--- src/hw/rtl/kgd_pkg.sv ---
// ----------------------------------------------------------------------------
// kgd_pkg
// Types and constants shared by the key gesture detector modules.
// ----------------------------------------------------------------------------
package kgd_pkg;

	localparam int OP_W       = 2;
	localparam int KEY_CODE_W = 4;
	localparam int TIME_W     = 32;
	localparam int KIND_W     = 3;
	localparam int CFG_W      = 16;
	localparam int CFG_IDX_W  = 3;
	localparam int COMBO_KEY_W = 4;

	typedef enum logic [OP_W-1:0] {
		OP_PRESS   = 2'd0,
		OP_RELEASE = 2'd1,
		OP_TICK    = 2'd2
	} op_t;

	typedef enum logic [KIND_W-1:0] {
		KIND_PRESS   = 3'd0,
		KIND_RELEASE = 3'd1,
		KIND_SHORT   = 3'd2,
		KIND_LONG    = 3'd3,
		KIND_RESET   = 3'd4
	} kind_t;

	// Configuration register indexes.
	localparam logic [CFG_IDX_W-1:0] CFG_SHORT_MAX  = 3'd0;
	localparam logic [CFG_IDX_W-1:0] CFG_LONG       = 3'd1;
	localparam logic [CFG_IDX_W-1:0] CFG_COMBO_HOLD = 3'd2;
	localparam logic [CFG_IDX_W-1:0] CFG_COMBO_A    = 3'd3;
	localparam logic [CFG_IDX_W-1:0] CFG_COMBO_B    = 3'd4;

	// Configuration reset values.
	localparam logic [CFG_W-1:0]       RST_SHORT_MAX  = 16'd300;
	localparam logic [CFG_W-1:0]       RST_LONG       = 16'd500;
	localparam logic [CFG_W-1:0]       RST_COMBO_HOLD = 16'd3000;
	localparam logic [COMBO_KEY_W-1:0] RST_COMBO_A    = 4'd0;
	localparam logic [COMBO_KEY_W-1:0] RST_COMBO_B    = 4'd1;

	// Commands from the controller to the datapath.
	typedef struct packed {
		logic load;
		logic press;
		logic rel_short;
		logic rel_end;
		logic scan;
		logic combo;
		logic flush;
	} kgd_cmd_t;

	// Status from the datapath to the controller.
	typedef struct packed {
		logic is_press;
		logic is_release;
		logic is_tick;
		logic key_ok;
		logic can_emit;
		logic out_free;
		logic pend_valid;
		logic scan_last;
	} kgd_stat_t;

endpackage

--- src/hw/rtl/kgd_if.sv ---
// ----------------------------------------------------------------------------
// kgd_if
// Valid/ready channel interfaces for key items and gesture events.
// ----------------------------------------------------------------------------
interface kgd_req_if import kgd_pkg::*; ();
	logic                  valid;
	logic                  ready;
	logic [OP_W-1:0]       operation;
	logic [KEY_CODE_W-1:0] key_code;
	logic [TIME_W-1:0]     time_now;

	modport source (output valid, operation, key_code, time_now, input ready);
	modport sink   (input valid, operation, key_code, time_now, output ready);
endinterface

interface kgd_evt_if import kgd_pkg::*; ();
	logic                  valid;
	logic                  ready;
	logic [KEY_CODE_W-1:0] event_key;
	logic [KIND_W-1:0]     event_kind;
	logic                  last_of_run;

	modport source (output valid, event_key, event_kind, last_of_run, input ready);
	modport sink   (input valid, event_key, event_kind, last_of_run, output ready);
endinterface

--- src/hw/rtl/key_gesture_detector.sv ---
// ----------------------------------------------------------------------------
// key_gesture_detector
// Turns raw key press, release and tick items into gesture events.
// ----------------------------------------------------------------------------
// Usage:
// Items enter on req (operation, key_code, time_now) and are taken one at a
// time: req.ready is high only while the block is idle. Each item yields zero
// or more events on evt (event_key, event_kind), the final one of an item
// marked by last_of_run. Configuration writes (cfg_we, cfg_idx, cfg_wdata)
// are to be made only while no item is in progress; the block does not enforce this.
// An emitted event is held back in a pending register and moves on to the
// output register when a later event or the final flush pushes it out.
// A tick walks the keys one per cycle unless the sequencer pauses, then checks
// the combo hold.
// When evt stalls, one event waits in the output register and one more is
// held back; the sequencer pauses until the output register drains.
// Reset clears the held and long-press flags, the combo run flag and the event
// valid flags, and loads the configuration defaults.
// ----------------------------------------------------------------------------
module key_gesture_detector import kgd_pkg::*; #(
	parameter int KEY_COUNT = 8
) (
	input  logic                 clk,
	input  logic                 arst_n,
	input  logic                 cfg_we,
	input  logic [CFG_IDX_W-1:0] cfg_idx,
	input  logic [CFG_W-1:0]     cfg_wdata,
	kgd_req_if.sink              req,
	kgd_evt_if.source            evt
);

	kgd_cmd_t  cmd;
	kgd_stat_t stat;
	logic      idle;

	assign req.ready = idle;

	kgd_ctrl u_ctrl (
		.clk    (clk),
		.arst_n (arst_n),
		.start  (req.valid),
		.stat   (stat),
		.cmd    (cmd),
		.idle   (idle)
	);

	kgd_dp #(
		.KEY_COUNT (KEY_COUNT)
	) u_dp (
		.clk         (clk),
		.arst_n      (arst_n),
		.cfg_we      (cfg_we),
		.cfg_idx     (cfg_idx),
		.cfg_wdata   (cfg_wdata),
		.operation   (req.operation),
		.key_code    (req.key_code),
		.time_now    (req.time_now),
		.cmd         (cmd),
		.stat        (stat),
		.out_valid   (evt.valid),
		.out_ready   (evt.ready),
		.event_key   (evt.event_key),
		.event_kind  (evt.event_kind),
		.last_of_run (evt.last_of_run)
	);

endmodule

--- src/hw/rtl/kgd_ctrl.sv ---
// ----------------------------------------------------------------------------
// kgd_ctrl
// Sequencer that steps the datapath through one key item at a time.
// ----------------------------------------------------------------------------
module kgd_ctrl import kgd_pkg::*; (
	input  logic      clk,
	input  logic      arst_n,
	input  logic      start,
	input  kgd_stat_t stat,
	output kgd_cmd_t  cmd,
	output logic      idle
);

	typedef enum logic [2:0] {
		ST_IDLE,
		ST_DECODE,
		ST_PRESS,
		ST_REL_SHORT,
		ST_REL_END,
		ST_SCAN,
		ST_COMBO,
		ST_FLUSH
	} state_t;

	state_t state_q;
	state_t state_d;

	always_comb begin
		cmd     = '0;
		state_d = state_q;
		unique case (state_q)
			ST_IDLE: begin
				if (start) begin
					cmd.load = 1'b1;
					state_d  = ST_DECODE;
				end
			end
			ST_DECODE: begin
				priority if (stat.is_press && stat.key_ok) begin
					state_d = ST_PRESS;
				end else if (stat.is_release && stat.key_ok) begin
					state_d = ST_REL_SHORT;
				end else if (stat.is_tick) begin
					state_d = ST_SCAN;
				end else begin
					state_d = ST_IDLE;
				end
			end
			ST_PRESS: begin
				if (stat.can_emit) begin
					cmd.press = 1'b1;
					state_d   = ST_FLUSH;
				end
			end
			ST_REL_SHORT: begin
				if (stat.can_emit) begin
					cmd.rel_short = 1'b1;
					state_d       = ST_REL_END;
				end
			end
			ST_REL_END: begin
				if (stat.can_emit) begin
					cmd.rel_end = 1'b1;
					state_d     = ST_FLUSH;
				end
			end
			ST_SCAN: begin
				if (stat.can_emit) begin
					cmd.scan = 1'b1;
					if (stat.scan_last) begin
						state_d = ST_COMBO;
					end
				end
			end
			ST_COMBO: begin
				if (stat.can_emit) begin
					cmd.combo = 1'b1;
					state_d   = ST_FLUSH;
				end
			end
			ST_FLUSH: begin
				// The held-back event goes out last, marked as the end of the run.
				if (!stat.pend_valid) begin
					state_d = ST_IDLE;
				end else if (stat.out_free) begin
					cmd.flush = 1'b1;
					state_d   = ST_IDLE;
				end
			end
			default: begin
				state_d = ST_IDLE;
			end
		endcase
	end

	always_ff @(posedge clk or negedge arst_n) begin
		if (!arst_n) begin
			state_q <= ST_IDLE;
		end else begin
			state_q <= state_d;
		end
	end

	assign idle = (state_q == ST_IDLE);

endmodule

--- src/hw/rtl/kgd_dp.sv ---
// ----------------------------------------------------------------------------
// kgd_dp
// Per-key state, timing compares, configuration and the event output stage.
// ----------------------------------------------------------------------------
module kgd_dp import kgd_pkg::*; #(
	parameter int KEY_COUNT = 8
) (
	input  logic                  clk,
	input  logic                  arst_n,
	input  logic                  cfg_we,
	input  logic [CFG_IDX_W-1:0]  cfg_idx,
	input  logic [CFG_W-1:0]      cfg_wdata,
	input  logic [OP_W-1:0]       operation,
	input  logic [KEY_CODE_W-1:0] key_code,
	input  logic [TIME_W-1:0]     time_now,
	input  kgd_cmd_t              cmd,
	output kgd_stat_t             stat,
	output logic                  out_valid,
	input  logic                  out_ready,
	output logic [KEY_CODE_W-1:0] event_key,
	output logic [KIND_W-1:0]     event_kind,
	output logic                  last_of_run
);

	localparam int KEY_W = $clog2(KEY_COUNT);

	// Configuration.
	logic [CFG_W-1:0]       short_max_q;
	logic [CFG_W-1:0]       long_ms_q;
	logic [CFG_W-1:0]       combo_hold_q;
	logic [COMBO_KEY_W-1:0] combo_a_q;
	logic [COMBO_KEY_W-1:0] combo_b_q;

	// Latched item.
	logic [OP_W-1:0]       op_q;
	logic [KEY_CODE_W-1:0] key_q;
	logic [TIME_W-1:0]     now_q;

	// Key state.
	logic [KEY_COUNT-1:0]  held_q;
	logic [KEY_COUNT-1:0]  long_q;
	logic [TIME_W-1:0]     press_time_q [KEY_COUNT];
	logic                  combo_run_q;
	logic [TIME_W-1:0]     combo_start_q;
	logic [KEY_W-1:0]      idx_q;

	// One event held back so that the last one of a run can be marked.
	logic                  pend_v_q;
	logic [KEY_CODE_W-1:0] pend_key_q;
	logic [KIND_W-1:0]     pend_kind_q;

	logic                  out_v_q;
	logic [KEY_CODE_W-1:0] out_key_q;
	logic [KIND_W-1:0]     out_kind_q;
	logic                  out_last_q;

	logic                  key_ok;
	logic [KEY_W-1:0]      kidx;
	logic [KEY_W-1:0]      sel;
	logic [TIME_W-1:0]     hold;
	logic [TIME_W-1:0]     combo_elapsed;
	logic                  held_a;
	logic                  held_b;
	logic                  combo_both;
	logic                  out_free;
	logic                  out_load;
	logic                  emit_v;
	logic [KEY_CODE_W-1:0] emit_key;
	logic [KIND_W-1:0]     emit_kind;

	assign key_ok = ({1'b0, key_q} < (KEY_CODE_W+1)'(KEY_COUNT));
	assign kidx   = key_q[KEY_W-1:0];
	assign sel    = cmd.scan ? idx_q : kidx;
	assign hold   = now_q - press_time_q[sel];
	assign combo_elapsed = now_q - combo_start_q;

	// A combo key beyond the key range never counts as held.
	assign held_a = ({1'b0, combo_a_q} < (COMBO_KEY_W+1)'(KEY_COUNT))
		&& held_q[combo_a_q[KEY_W-1:0]];
	assign held_b = ({1'b0, combo_b_q} < (COMBO_KEY_W+1)'(KEY_COUNT))
		&& held_q[combo_b_q[KEY_W-1:0]];
	assign combo_both = held_a && held_b;

	assign out_free = !out_v_q || out_ready;

	always_comb begin
		emit_v    = 1'b0;
		emit_key  = key_q;
		emit_kind = KIND_PRESS;
		if (cmd.press) begin
			emit_v = 1'b1;
		end else if (cmd.rel_short) begin
			emit_v    = held_q[kidx] && !long_q[kidx] && (hold < TIME_W'(short_max_q));
			emit_kind = KIND_SHORT;
		end else if (cmd.rel_end) begin
			emit_v    = 1'b1;
			emit_kind = KIND_RELEASE;
		end else if (cmd.scan) begin
			emit_v    = held_q[idx_q] && !long_q[idx_q] && (hold >= TIME_W'(long_ms_q));
			emit_key  = KEY_CODE_W'(idx_q);
			emit_kind = KIND_LONG;
		end else if (cmd.combo) begin
			emit_v    = combo_both && combo_run_q
				&& (combo_elapsed >= TIME_W'(combo_hold_q));
			emit_key  = '0;
			emit_kind = KIND_RESET;
		end
	end

	// The controller only emits when the output register can take the pending event.
	assign out_load = (emit_v && pend_v_q) || cmd.flush;

	always_ff @(posedge clk or negedge arst_n) begin
		if (!arst_n) begin
			short_max_q  <= RST_SHORT_MAX;
			long_ms_q    <= RST_LONG;
			combo_hold_q <= RST_COMBO_HOLD;
			combo_a_q    <= RST_COMBO_A;
			combo_b_q    <= RST_COMBO_B;
			held_q       <= '0;
			long_q       <= '0;
			combo_run_q  <= 1'b0;
			idx_q        <= '0;
			pend_v_q     <= 1'b0;
			out_v_q      <= 1'b0;
		end else begin
			if (cfg_we) begin
				unique case (cfg_idx)
					CFG_SHORT_MAX:  short_max_q  <= cfg_wdata;
					CFG_LONG:       long_ms_q    <= cfg_wdata;
					CFG_COMBO_HOLD: combo_hold_q <= cfg_wdata;
					CFG_COMBO_A:    combo_a_q    <= cfg_wdata[COMBO_KEY_W-1:0];
					CFG_COMBO_B:    combo_b_q    <= cfg_wdata[COMBO_KEY_W-1:0];
					default: ;
				endcase
			end
			if (cmd.load) begin
				idx_q <= '0;
			end else if (cmd.scan) begin
				idx_q <= idx_q + 1'b1;
			end
			if (cmd.press) begin
				held_q[kidx] <= 1'b1;
				long_q[kidx] <= 1'b0;
			end
			if (cmd.rel_end) begin
				held_q[kidx] <= 1'b0;
			end
			if (cmd.scan && emit_v) begin
				long_q[idx_q] <= 1'b1;
			end
			if (cmd.combo) begin
				if (!combo_both || emit_v) begin
					combo_run_q <= 1'b0;
				end else begin
					combo_run_q <= 1'b1;
				end
			end
			if (emit_v) begin
				pend_v_q <= 1'b1;
			end else if (cmd.flush) begin
				pend_v_q <= 1'b0;
			end
			if (out_load) begin
				out_v_q <= 1'b1;
			end else if (out_ready) begin
				out_v_q <= 1'b0;
			end
		end
	end

	always_ff @(posedge clk) begin
		if (cmd.load) begin
			op_q  <= operation;
			key_q <= key_code;
			now_q <= time_now;
		end
		if (cmd.press) begin
			press_time_q[kidx] <= now_q;
		end
		if (cmd.combo && combo_both && !combo_run_q) begin
			combo_start_q <= now_q;
		end
		if (emit_v) begin
			pend_key_q  <= emit_key;
			pend_kind_q <= emit_kind;
		end
		if (out_load) begin
			out_key_q  <= pend_key_q;
			out_kind_q <= pend_kind_q;
			out_last_q <= cmd.flush;
		end
	end

	always_comb begin
		stat            = '0;
		stat.is_press   = (op_q == OP_PRESS);
		stat.is_release = (op_q == OP_RELEASE);
		stat.is_tick    = (op_q == OP_TICK);
		stat.key_ok     = key_ok;
		stat.can_emit   = !pend_v_q || out_free;
		stat.out_free   = out_free;
		stat.pend_valid = pend_v_q;
		stat.scan_last  = (idx_q == KEY_W'(KEY_COUNT - 1));
	end

	assign out_valid   = out_v_q;
	assign event_key   = out_key_q;
	assign event_kind  = out_kind_q;
	assign last_of_run = out_last_q;

endmodule

--- src/flat_wrapper.sv ---
// flat-port wrapper written by rule: the top's interface ports become plain ports
module key_gesture_detector_flat import kgd_pkg::*;
#(
	parameter int KEY_COUNT = 8
)
  (clk, arst_n, cfg_we, cfg_idx, cfg_wdata, req_valid, req_operation, req_key_code, req_time_now, req_ready, evt_valid, evt_event_key, evt_event_kind, evt_last_of_run, evt_ready);
  kgd_req_if req_i ();
  kgd_evt_if evt_i ();
  input  logic clk;
  input  logic arst_n;
  input  logic cfg_we;
  input  logic [CFG_IDX_W-1:0] cfg_idx;
  input  logic [CFG_W-1:0] cfg_wdata;
  input wire logic [$bits(req_i.valid)-1:0] req_valid;
  input wire logic [$bits(req_i.operation)-1:0] req_operation;
  input wire logic [$bits(req_i.key_code)-1:0] req_key_code;
  input wire logic [$bits(req_i.time_now)-1:0] req_time_now;
  output wire logic [$bits(req_i.ready)-1:0] req_ready;
  output wire logic [$bits(evt_i.valid)-1:0] evt_valid;
  output wire logic [$bits(evt_i.event_key)-1:0] evt_event_key;
  output wire logic [$bits(evt_i.event_kind)-1:0] evt_event_kind;
  output wire logic [$bits(evt_i.last_of_run)-1:0] evt_last_of_run;
  input wire logic [$bits(evt_i.ready)-1:0] evt_ready;
  assign req_i.valid = req_valid;
  assign req_i.operation = req_operation;
  assign req_i.key_code = req_key_code;
  assign req_i.time_now = req_time_now;
  assign req_ready = req_i.ready;
  assign evt_valid = evt_i.valid;
  assign evt_event_key = evt_i.event_key;
  assign evt_event_kind = evt_i.event_kind;
  assign evt_last_of_run = evt_i.last_of_run;
  assign evt_i.ready = evt_ready;
  key_gesture_detector #(.KEY_COUNT(KEY_COUNT)) u_core (.clk(clk), .arst_n(arst_n), .cfg_we(cfg_we), .cfg_idx(cfg_idx), .cfg_wdata(cfg_wdata), .req(req_i), .evt(evt_i));
endmodule
--- config.mk ---
export PLATFORM = sky130hd
export DESIGN_NAME = key_gesture_detector_flat
export DESIGN_NICKNAME = d
export VERILOG_FILES = /design/src/hw/rtl/kgd_pkg.sv /design/src/hw/rtl/kgd_if.sv /design/src/hw/rtl/key_gesture_detector.sv /design/src/hw/rtl/kgd_ctrl.sv /design/src/hw/rtl/kgd_dp.sv /design/src/flat_wrapper.sv
export SDC_FILE = /design/constraint.sdc
export NUM_CORES = 1
export LEC_CHECK = 0
export ABC_AREA = 0
export BUFFER_PORTS_ARGS = -buffer_cell sky130_fd_sc_hd__buf_4
export CAP_MARGIN = 25
export CORE_MARGIN = 4
export CORE_UTILIZATION = 60
export CTS_BUF_LIST = sky130_fd_sc_hd__clkbuf_4
export DETAILED_ROUTE_END_ITERATION = 7
export GPL_TIMING_DRIVEN = 0
export PLACE_DENSITY_LB_ADDON = 0.2
export REMOVE_ABC_BUFFERS = 1
export SYNTH_ARGS = -nofsm -noshare
export SYNTH_HDL_FRONTEND = slang
export SYNTH_HIERARCHICAL = 1
export SYNTH_SLANG_ARGS = --single-unit
--- constraint.sdc ---
create_clock -name clk -period 8.5 [get_ports clk]
set_input_delay 0.85 -clock clk [delete_from_list [all_inputs] [get_ports clk]]
set_output_delay 0.85 -clock clk [all_outputs]
set_load 0.05 [all_outputs]
Word level (Yosys, flattened, before mapping)

Memories as Yosys holds them, arrays and structs flattened.
Index checks and enable logic that the tools add are counted.

Add/sub/neg operators: 3
Order comparisons: 12
Equality and inequality tests: 20
Mux-type cells: 66
Bitwise operators: 5
Reduce and logical (&&, ||, !) cells: 42

Operators with widths:

| kind               | count |
|---|---|
| $ge 32x16->1       | 2 |
| $sub 32x32->32     | 2 |
| $mux 3             | 14 |
| $lt 32x16->1       | 1 |
| $mux 8             | 4 |
| $mux 1             | 31 |
| $mux 4             | 5 |
| $bmux 1 s3         | 6 |
| $eq 3x3->1 const B | 6 |
| $pmux 3 s6         | 1 |
| $logic_and 1x1->1  | 17 |
| $and 8x8->8        | 2 |
| $lt 3x4->1 const B | 4 |
| $or 8x8->8         | 2 |
| $eq 3x2->1 const B | 4 |
| $lt 4x4->1 const B | 3 |
| $reduce_and 2->1   | 5 |
| $ne 2x1->1 const B | 4 |
| $not 8->8          | 1 |
| $demux 1 s3        | 2 |
| $eq 3x1->1 const B | 2 |
| $ge 3x1->1 const B | 2 |
| $logic_not 1->1    | 6 |
| $logic_not 3->1    | 2 |
| 13 further kinds   | 20 |

Register bits: 166
Memory bits (writable): 256
Output and inout port bits: 10
Memories: 1

Memories:

| name                     | depth | bits a word | read ports | clocked after memory_dff | wr ports | line         | source |
|---|---|---|---|---|---|---|---|
| u_core.u_dp.press_time_q | 8     | 32          | 1          | 0                        | 1        | kgd_dp.sv:42 | `logic [TIME_W-1:0] press_time_q [KEY_COUNT];` |

Depth between registers and ports, before layout

An unclocked memory read counts as a cell.

Depth in word-level cells: 17
Depth in mapped cells: 30

Hierarchy

Netlist, hierarchy kept.

By module, submodules not included:

| module   | instances | cells an instance | area an instance (µm²) |
|---|---|---|---|
| kgd_dp   | 1         | 1514              | 20646.1 |
| kgd_ctrl | 1         | 41                | 309.0 |

Worst setup path before layout

Ideal clock, no wire load.

Path kind: input -> register
Start point: in evt_ready
End point: reg u_core.u_dp.out_key_q[0], in the netlist u_core/u_dp/event_key[0] (enable)
Setup time: 275 ps
Arrival time: 6680 ps
Path slack: 1545 ps
Stages: 30
Path through: nor2b_1 > nand2_1 > nand2_1 > nor3b_1 > buf_2 > mux2i_1 > buf_2 > buf_1 > mux4_2 > mux2_2 > ha_1 > fa_1 > nand2b_1 > a21oi_2 > nor2_1 > o21ai_0 > a21o_1 > a21oi_1 > xnor2_1 > ha_1 > a21o_1 > a21o_1 > a21oi_1 > nor2b_1 > o31a_1 > o21ai_0 > nand4_1 > a21oi_2 > inv_2 > a21o_1

RTL lines:

| what                   | line               | source |
|---|---|---|
| start: declaration     | flat_wrapper.sv:23 | `input wire logic [$bits(evt_i.ready)-1:0] evt_ready;` |
| end signal: assignment | kgd_dp.sv:189      | `out_key_q <= pend_key_q;` |
| end: declaration       | kgd_dp.sv:53       | `logic [KEY_CODE_W-1:0] out_key_q;` |

==> flow_summary.toml <==
[outcome]
run_status = "finished, final reports clean"

[timing]
worstMarginPinSlew_ps = 1069
maxSlewHeadroom = 0.2836
holdWs_ps = 253.7
setup_viol = 0
skew_ps = 54.15
rsz0062_at_grt = "no"
hold_viol = 0
slew_violations = 0
fin_crit_sh = 0.9439
max_freq_mhz = 124.6
period_needed_ps = 8023

[synthesis]
syn_inst = 1555
synth-seq-cells = 422
async_reset_ff_frac = 0.1919
ys_types = 90
syn_area_per_cell_um2 = 13.48
yosysSeqAreaShare = 0.5865
ys_warn_count = 6
synth_edf_count = 341
synth_ff_type = "edfxtp_1"
netlist_area_um2 = 20960

[detailed_routing]
postRouteAntennaNets = 0
post-route-drc-count = 0
firstDrtPassIters = 6
vias = 13770
drtIter0Drc = 1112
routed_wl_um = 48480
vias_per_cell = 6.112
wl_per_cell_um = 21.52

[die]
num_io_pins = 72
core.rowCount = 68
core_area_um2 = 34460
floorplan.initialDensity = 0.6081
die_y_um = 194.9
die-area_um2 = 37980
die_width_um = 194.9

[grt]
grt_pass1_wl_um = 76470
grt_start_max_net_pins = 82
grt_usage = 0.2576
grt_overflow = 0
antenna_found_initial = 2
grt_pass1_vias = 14079

[cts]
clock_sinks = 422
root_buffer = "clkbuf_4"
tritoncts = "done"
clock_path_buffers = 3
clkTransAtPathRegs_ps = 60
h-tree-depth = 3
numCtsBuffers = 107
clk_latency_ps = 780

[power_and_ir_drop]
ir_drop_mv = 0.2158
power.density_nw_per_um2 = 305.1
p_leak_nw = 9.057
p_total_mw = 7.297

[critical_path]
crit_start = "u_core/u_dp/out_valid$_DFFE_PN0P_"
cp_slowest_cell = "a21oi_4"
timing.rr.start = "u_core/u_dp/out_valid$_DFFE_PN0P_"
worstSetupStartpointType = "flip-flop"
path_class = "reg -> reg"
slowest_delay_ps = 540
endpoint_kind = "flip-flop"
reg2reg_slack_ps = 480
cpMostUsedCell = "a21o_1"
worstPathArrival_ps = 8520
critical_path_required_ps = 8990
crit_fanout = 20

[placed_design]
postPlaceCellArea_um2 = 22480
place.port_buffers = 71
place_congestion = 0.9220
hpwlAfterDp_um = 34760

[layout]
fin_util = 0.6942
syn_to_final_growth_pct = 14.15
mostFrequentLayoutCell = "edfxtp_1"
most-common-layout-cells = "edfxtp_1, clkbuf_4, nand2_1, ha_1, o21ai_0"
stdcell_area_um2 = 23920
layout-drive-gt1-share = 0.2397
n_fill_cell = 2463
num-nets-final = 1888
multi_input_area_um2 = 8165
seq_area_um2 = 12290

[job]
drv_cap = 0

[worst_hold_path]
hold_start = "req_key_code[3]"
hold_path.class = "in -> reg"
==> metal layers <==
metal	up-vias	wire, um	track usage	share of wire
met5	-	0	0	0
met4	0	1128	0.08353	0.023
met3	89	3274	0.06466	0.068
met1	6787	21110	0.3627	0.44
met2	508	22960	0.4005	0.47
li1	6386	-	-	-
==> critical path: cells and delay by family, from the launching register on <==
family                   cells  cell delay [ps]
XOR/XNOR                     1              360
adder cells (fa/ha/maj)      3              950
buffers and inverters        4              800
AO/OA/AOI/OAI               11             2670
AND/OR/NAND/NOR              8             1500
multiplexers                 3             1050
flip-flops                   1              370
==> cells in the mapped netlist (17+ instances only) <==
library cell  instances  share of area
nor2_1               65          0.012
dfstp_2              18          0.023
edfxtp_1            341           0.49
ha_1                111          0.066
mux2_2               18         0.0097
a21o_1               28          0.010
o21ai_0             103          0.025
xnor2_1              30          0.013
inv_1               101          0.018
nor3_1               20         0.0048
mux4_2               71          0.076
nand2_1             126          0.023
clkbuf_1             33         0.0059
o21a_1               17         0.0061
nand4_1              25         0.0075
nand3_1              18         0.0043
a21oi_1              77          0.018
dfrtp_1              63          0.075
mux2i_1              43          0.021
==> where the power goes <==
group	internal [mW]	total (mW)	switching, mW
Clock	0.872	1.66	0.786
Combinational	1.25	2.92	1.67
Sequential	2.52	2.72	0.206
==> flip-flops by register name, indices dropped and copies added, names as in the netlist, 2 cells and up <==
signal / flops
u_core/u_dp/now_q: 32
u_core/u_dp/event_kind: 3
u_core/u_dp/combo_start_q: 32
u_core/u_dp/idx_q: 3
u_core/u_dp/pend_key_q: 4
u_core/u_dp/combo_a_q: 4
u_core/u_dp/held_q: 8
u_core/u_dp/key_q: 4
u_core/u_dp/combo_hold_q: 16
u_core/u_ctrl/state_q: 3
u_core/u_dp/press_time_q: 256
u_core/u_dp/pend_kind_q: 3
u_core/u_dp/short_max_q: 16
u_core/u_dp/event_key: 4
u_core/u_dp/long_q: 8
u_core/u_dp/op_q: 2
u_core/u_dp/combo_b_q: 4
u_core/u_dp/long_ms_q: 16
==> repair_timing <==
item                       in CTS  in global routing
buffers inserted                0                  3
setup endpoints to repair       0                 16
hold buffers                    0                  1
hold endpoints to repair        0                 16
resized for setup               0                  3
==> through the flow <==
stage	setup slack, ps	setup TNS [ps]	cells
floorplan	-4805	-117640	1496
global placement	-9318	-233150	2022
detailed placement	-407.3	-3379	2052
CTS	16.18	0	2242
global route	40.93	0	2253
finish	476.7	0	2253
==> final cells by class <==
class,count,area share
multi-input cells,972,0.3414
repair buffers,108,0.04901
clock buffers,150,0.04708
inverters,102,0.01601
flip-flops and latches,422,0.5138
well taps,455,0.02380
clock inverters,40,0.008578
diodes,4,0.0004185
==> worst paths after layout <==
| kind | to | cells past startpoint |
|---|---|---|
| worst max-delay path | u_core/u_dp/event_kind[1]$_DFFE_PP_ | 30 |
| worst min-delay path | u_core/u_dp/key_q[3]$_DFFE_PP_ | 1 |
| worst max register to register | u_core/u_dp/event_kind[1]$_DFFE_PP_ | 30 |
| worst min register to register | u_core/u_dp/event_kind[2]$_DFFE_PP_ | 0 |
| max in group asynchronous | u_core/u_dp/combo_hold_q[8]$_DFFE_PN1P_ | 3 |
| min in group asynchronous | u_core/u_dp/out_valid$_DFFE_PN0P_ | 2 |
==> logic make-up (layout without fill, tap and decap cells) <==
logic type,after synthesis,in the layout,synth area share
XOR/XNOR,41,41,0.01714
buffers and inverters,161,400,0.03111
other,0,4,0
AO/OA/AOI/OAI,355,355,0.1118
AND/OR/NAND/NOR,328,328,0.07685
adder cells (fa/ha/maj),113,113,0.06819
flip-flops,422,422,0.5865
multiplexers,135,135,0.1084
No activity file was read; power rests on OpenSTA's default activity.
